<file path="src/rtl/core/pfc_pkg.sv">
// ---------------------------------------------------------------------------
// pfc_pkg
// types, constants and helpers of the pixel format converter
// ---------------------------------------------------------------------------
package pfc_pkg;

   // palette sizing
   localparam int PALETTE_ENTRIES_DEFAULT = 256;
   localparam int PAL_INDEX_W             = 8;
   localparam int PAL_COLOR_W             = 24;

   // pixel widths
   localparam int PIXEL_W = 32;
   localparam int RGB565_W = 16;

   // configuration port
   localparam int CSR_INDEX_W = 1;
   localparam int CSR_DATA_W  = 8;
   localparam logic [CSR_INDEX_W-1:0] CSR_CONVERSION      = 1'b0;
   localparam logic [CSR_INDEX_W-1:0] CSR_ALPHA_THRESHOLD = 1'b1;

   // fixed values
   localparam logic [7:0]          ALPHA_OPAQUE      = 8'hFF;
   localparam logic [RGB565_W-1:0] DARK_565          = 16'h0821;
   localparam logic [7:0]          THRESHOLD_RESET   = 8'd30;
   localparam logic [7:0]          DARK_LIMIT        = 8'd16;

   // conversion select
   typedef enum logic [1:0] {
      CONV_ARGB_TO_565  = 2'd0,
      CONV_565_TO_ARGB  = 2'd1,
      CONV_INDEX_TO_ARGB = 2'd2,
      CONV_INDEX_TO_565 = 2'd3
   } conv_type;

   // configuration registers as seen by the datapath
   typedef struct packed {
      conv_type   conversion;
      logic [7:0] alpha_threshold;
   } cfg_type;

   // palette access issued by the first stage
   typedef struct packed {
      logic                   wr_en;
      logic [PAL_INDEX_W-1:0] wr_index;
      logic [PAL_COLOR_W-1:0] wr_color;
      logic [PAL_INDEX_W-1:0] rd_index;
   } pal_req_type;

   // truncate three 8-bit channels and pack as rgb565
   function automatic logic [RGB565_W-1:0] pack_565(input logic [7:0] r,
                                                    input logic [7:0] g,
                                                    input logic [7:0] b);
      return {r[7:3], g[7:2], b[7:3]};
   endfunction

endpackage

</file>
<file path="src/rtl/core/pfc_format.sv">
// ---------------------------------------------------------------------------
// pfc_format
// final format selection: rgb565 packing, argb expansion, palette output
// ---------------------------------------------------------------------------
module pfc_format
   import pfc_pkg::*;
(
   input  cfg_type                cfg,
   input  logic [PIXEL_W-1:0]     pixel,
   input  logic [PAL_COLOR_W-1:0] entry,
   input  logic                   entry_hit,
   output logic [PIXEL_W-1:0]     pixel_out
);

   logic [7:0]             a;
   logic [7:0]             r;
   logic [7:0]             g;
   logic [7:0]             b;
   logic [RGB565_W-1:0]    c;
   logic [PAL_COLOR_W-1:0] e;
   logic                   dark;

   assign a = pixel[31:24];
   assign r = pixel[23:16];
   assign g = pixel[15:8];
   assign b = pixel[7:0];
   assign c = pixel[RGB565_W-1:0];

   // out-of-range palette lookups read as black
   assign e = entry_hit ? entry : '0;

   assign dark = (r < DARK_LIMIT) && (g < DARK_LIMIT) && (b < DARK_LIMIT)
                 && (pixel != '0);

   // select the conversion
   always_comb begin
      pixel_out = '0;
      case (cfg.conversion)
         CONV_ARGB_TO_565: begin
            if (a <= cfg.alpha_threshold) begin
               pixel_out = '0;
            end else if (dark) begin
               pixel_out = {16'h0000, DARK_565};
            end else begin
               pixel_out = {16'h0000, pack_565(r, g, b)};
            end
         end
         CONV_565_TO_ARGB: begin
            pixel_out = {ALPHA_OPAQUE, c[15:11], 3'b000, c[10:5], 2'b00,
                         c[4:0], 3'b000};
         end
         CONV_INDEX_TO_ARGB: begin
            pixel_out = {ALPHA_OPAQUE, e};
         end
         default: begin
            pixel_out = {16'h0000, pack_565(e[23:16], e[15:8], e[7:0])};
         end
      endcase
   end

endmodule

</file>
<file path="config.mk">
export PLATFORM = sky130hd
export DESIGN_NAME = pfc_format
export DESIGN_NICKNAME = d
export VERILOG_FILES = /design/src/rtl/core/pfc_pkg.sv /design/src/rtl/core/pfc_format.sv
export SDC_FILE = /design/constraint.sdc
export NUM_CORES = 1
export LEC_CHECK = 0
export BUFFER_PORTS_ARGS = -buffer_cell sky130_fd_sc_hd__buf_2
export CAP_MARGIN = 20
export CORE_MARGIN = 2
export CORE_UTILIZATION = 39
export DETAILED_ROUTE_END_ITERATION = 10
export PLACE_DENSITY_LB_ADDON = 0.1
export SLEW_MARGIN = 20
export SYNTH_ARGS = -nofsm -noshare
export SYNTH_HDL_FRONTEND = slang
export SYNTH_SLANG_ARGS = --single-unit
</file>
<file path="constraint.sdc">
create_clock -name vclk -period 2
set_input_delay 0.3 -clock vclk [all_inputs]
set_output_delay 0.3 -clock vclk [all_outputs]
set_load 0.01 [all_outputs]
</file>
==> impl_metrics.env <==
export IMPL_via_count=1616
export IMPL_postCtsHoldBufs=0
export IMPL_max_cap_violations=0
export IMPL_dieArea_um2=3120
export IMPL_nets=327
export IMPL_synth_seq_area_share_pct=0
export IMPL_finalCritPeriodShare_pct=100
export IMPL_diodes=0
export IMPL_path_class="input port to primary output"
export IMPL_setup_tns_ns=-0.00362
export IMPL_hpwl_um=3230
export IMPL_grt_usage_pct=24.7
export IMPL_worstPathRequired_ns=1.70
export IMPL_die_h_um=55.8
export IMPL_cp_arrival_ns=1.70
export IMPL_tightest_slew_ns=0.476
export IMPL_clkbuf_count=0
export IMPL_cp_end_kind="primary output"
export IMPL_grt_pass1_wl_um=6620
export IMPL_fin_ws_ns=-0.00362
export IMPL_use_met2_pct=44.2
export IMPL_grt_use_met3_pct=2.09
export IMPL_grt_pass1_vias=1522
export IMPL_drt_wl_total_um=4110
export IMPL_synth_top_area_share_pct=14.3
export IMPL_final_common_cell="buf_2"
export IMPL_start_kind="input port"
export IMPL_yosysTopAreaCell="ha_1"
export IMPL_relSlewSlack_pct=68.0
export IMPL_drt_initial_drc_count=66
export IMPL_synthDistinctLibCells=31
export IMPL_final_area_um2=1710
export IMPL_viasPerCell=5.86
export IMPL_yosys_warnings=0
export IMPL_min_path_type="input port to primary output"
export IMPL_start_util_pct=41.5
export IMPL_wl_per_cell_um=14.9
export IMPL_ant_nets=0
export IMPL_num_fill_cells=225
export IMPL_peakVddDrop_mv=0.152
export IMPL_fmax_mhz=499
export IMPL_grt_max_degree=23
export IMPL_coreArea_um2=2520
export IMPL_seq_area_um2=0
export IMPL_hold_depth=4
export IMPL_dpl_cell_area_um2=1570
export IMPL_p_per_area_nw_per_um2=235
export IMPL_holdCritStartpoint="entry[13]"
export IMPL_seq_cell_count=0
export IMPL_synthesis_area_um2=1050
export IMPL_syn_nets=232
export IMPL_port_buffer_count=99
export IMPL_violations="negative setup slack"
export IMPL_area_growth_syn_to_layout_pct=63.4
export IMPL_status="finished with violations"
export IMPL_fin_crit_ns=2.00
export IMPL_use_met1_pct=32.7
export IMPL_ios=99
export IMPL_synth_area_leaders="ha_1 (14%), a22oi_1 (11%), o211ai_1 (9.3%), nand2_1 (7.2%), buf_4 (6.5%)"
export IMPL_synth_cells=153
export IMPL_p_leak_nw=0.832
export IMPL_worstSetupStartpoint="cfg[4]"
export IMPL_dr_pass1_iters=4
export IMPL_drc_errors=0
export IMPL_cp_max_fo=5
export IMPL_rsz0062_at_grt="yes"
export IMPL_setup_viol=1
export IMPL_chipWidth_um=55.8
export IMPL_gr_total_overflow=0
export IMPL_layout_drive_gt1_share_pct=56.5
export IMPL_routabilityCongestion=0.892
export IMPL_finalMaxSlewViolations=0
export IMPL_grt_antenna_before_repair=0
export IMPL_avgSynthCellArea_um2=6.84
export IMPL_grt_busiest_layer="met2"
export IMPL_hold_violations=0
export IMPL_multi_input_area_um2=991
export IMPL_final_cell_mix="buf_2 (97), nand2_1 (20), a22oi_1 (14), o211ai_1 (13), buf_4 (13)"
export IMPL_num_rows=18
-- kinds of logic (layout without fill, tap and decap cells) --
| group | Yosys count | in the layout | synth area share, % |
|---|---|---|---|
| buffers and inverters | 32 | 125 | 15.2 |
| adders and majority gates | 12 | 12 | 14.3 |
| AOI/OAI and AO/OA | 61 | 61 | 45.4 |
| and+or+nand+nor | 48 | 48 | 25.1 |
-- path summary, 6_finish.rpt --
check | to | slack, ns
min | pixel_out[8] | 0.94
max | pixel_out[6] | -0.004
-- per-stage QoR --
| step | cells | hold WS [ns] | power [mW] | utilization, % | setup slack (ns) |
|---|---|---|---|---|---|
| floorplan | 153 | 0.721 | 0.203 | - | 0.104 |
| global placement | 275 | 0.935 | 0.359 | 62.3 | -0.0141 |
| detailed placement | 275 | 0.942 | 0.366 | 62.3 | -0.0458 |
| CTS | 276 | 0.942 | 0.379 | 64.4 | -0.00665 |
| global route | 276 | 0.952 | 0.439 | 67.9 | -0.0779 |
| finish | 276 | 0.939 | 0.402 | 67.9 | -0.00362 |
-- cell usage after synthesis (4+ instances only) --
| master | n |
|---|---|
| nand2_1 | 20 |
| a22oi_1 | 15 |
| o211ai_1 | 13 |
| ha_1 | 12 |
| a21oi_1 | 11 |
| inv_1 | 10 |
| buf_4 | 9 |
| clkbuf_1 | 9 |
| a221oi_1 | 6 |
| nor2_1 | 6 |
| a32oi_1 | 5 |
| nand3_1 | 5 |
| nor4_1 | 5 |
| buf_2 | 4 |
-- worst max-delay path, cell delays in order --
cell	delay, ns
buf_2	0.08
inv_1	0.04
ha_1	0.28
nand4_1	0.17
a21oi_4	0.22
buf_6	0.15
o211ai_1	0.11
a22oi_1	0.19
buf_2	0.16
-- timing repair --
action                                  4_1_cts  5_1_grt
endpoints found under the setup margin       12       17
buffers inserted                              0        0
pin swaps                                     8       15
cloned                                        1        0
gates resized for setup                      12       14
-- area by class of cell --
| type | instances | share of cell area, % |
|---|---|---|
| inverter | 10 | 2.34 |
| tap | 30 | 2.19 |
| timing repair buffer | 115 | 37.6 |
| multi-input combinational | 121 | 57.9 |
-- report_power, final --
part,internal [mW],leakage (nW),switching [mW]
registers,0,0,0
logic,0.190,0.832,0.212
clock network,0,0,0
-- routing by layer --
metal / up-vias / part of all wire, %
met2: 84 / 49
met1: 750 / 41
met4: 0 / 1.2
met5: - / 0
met3: 6 / 8.2
li1: 776 / -
No activity file was read; power rests on OpenSTA's default activity.
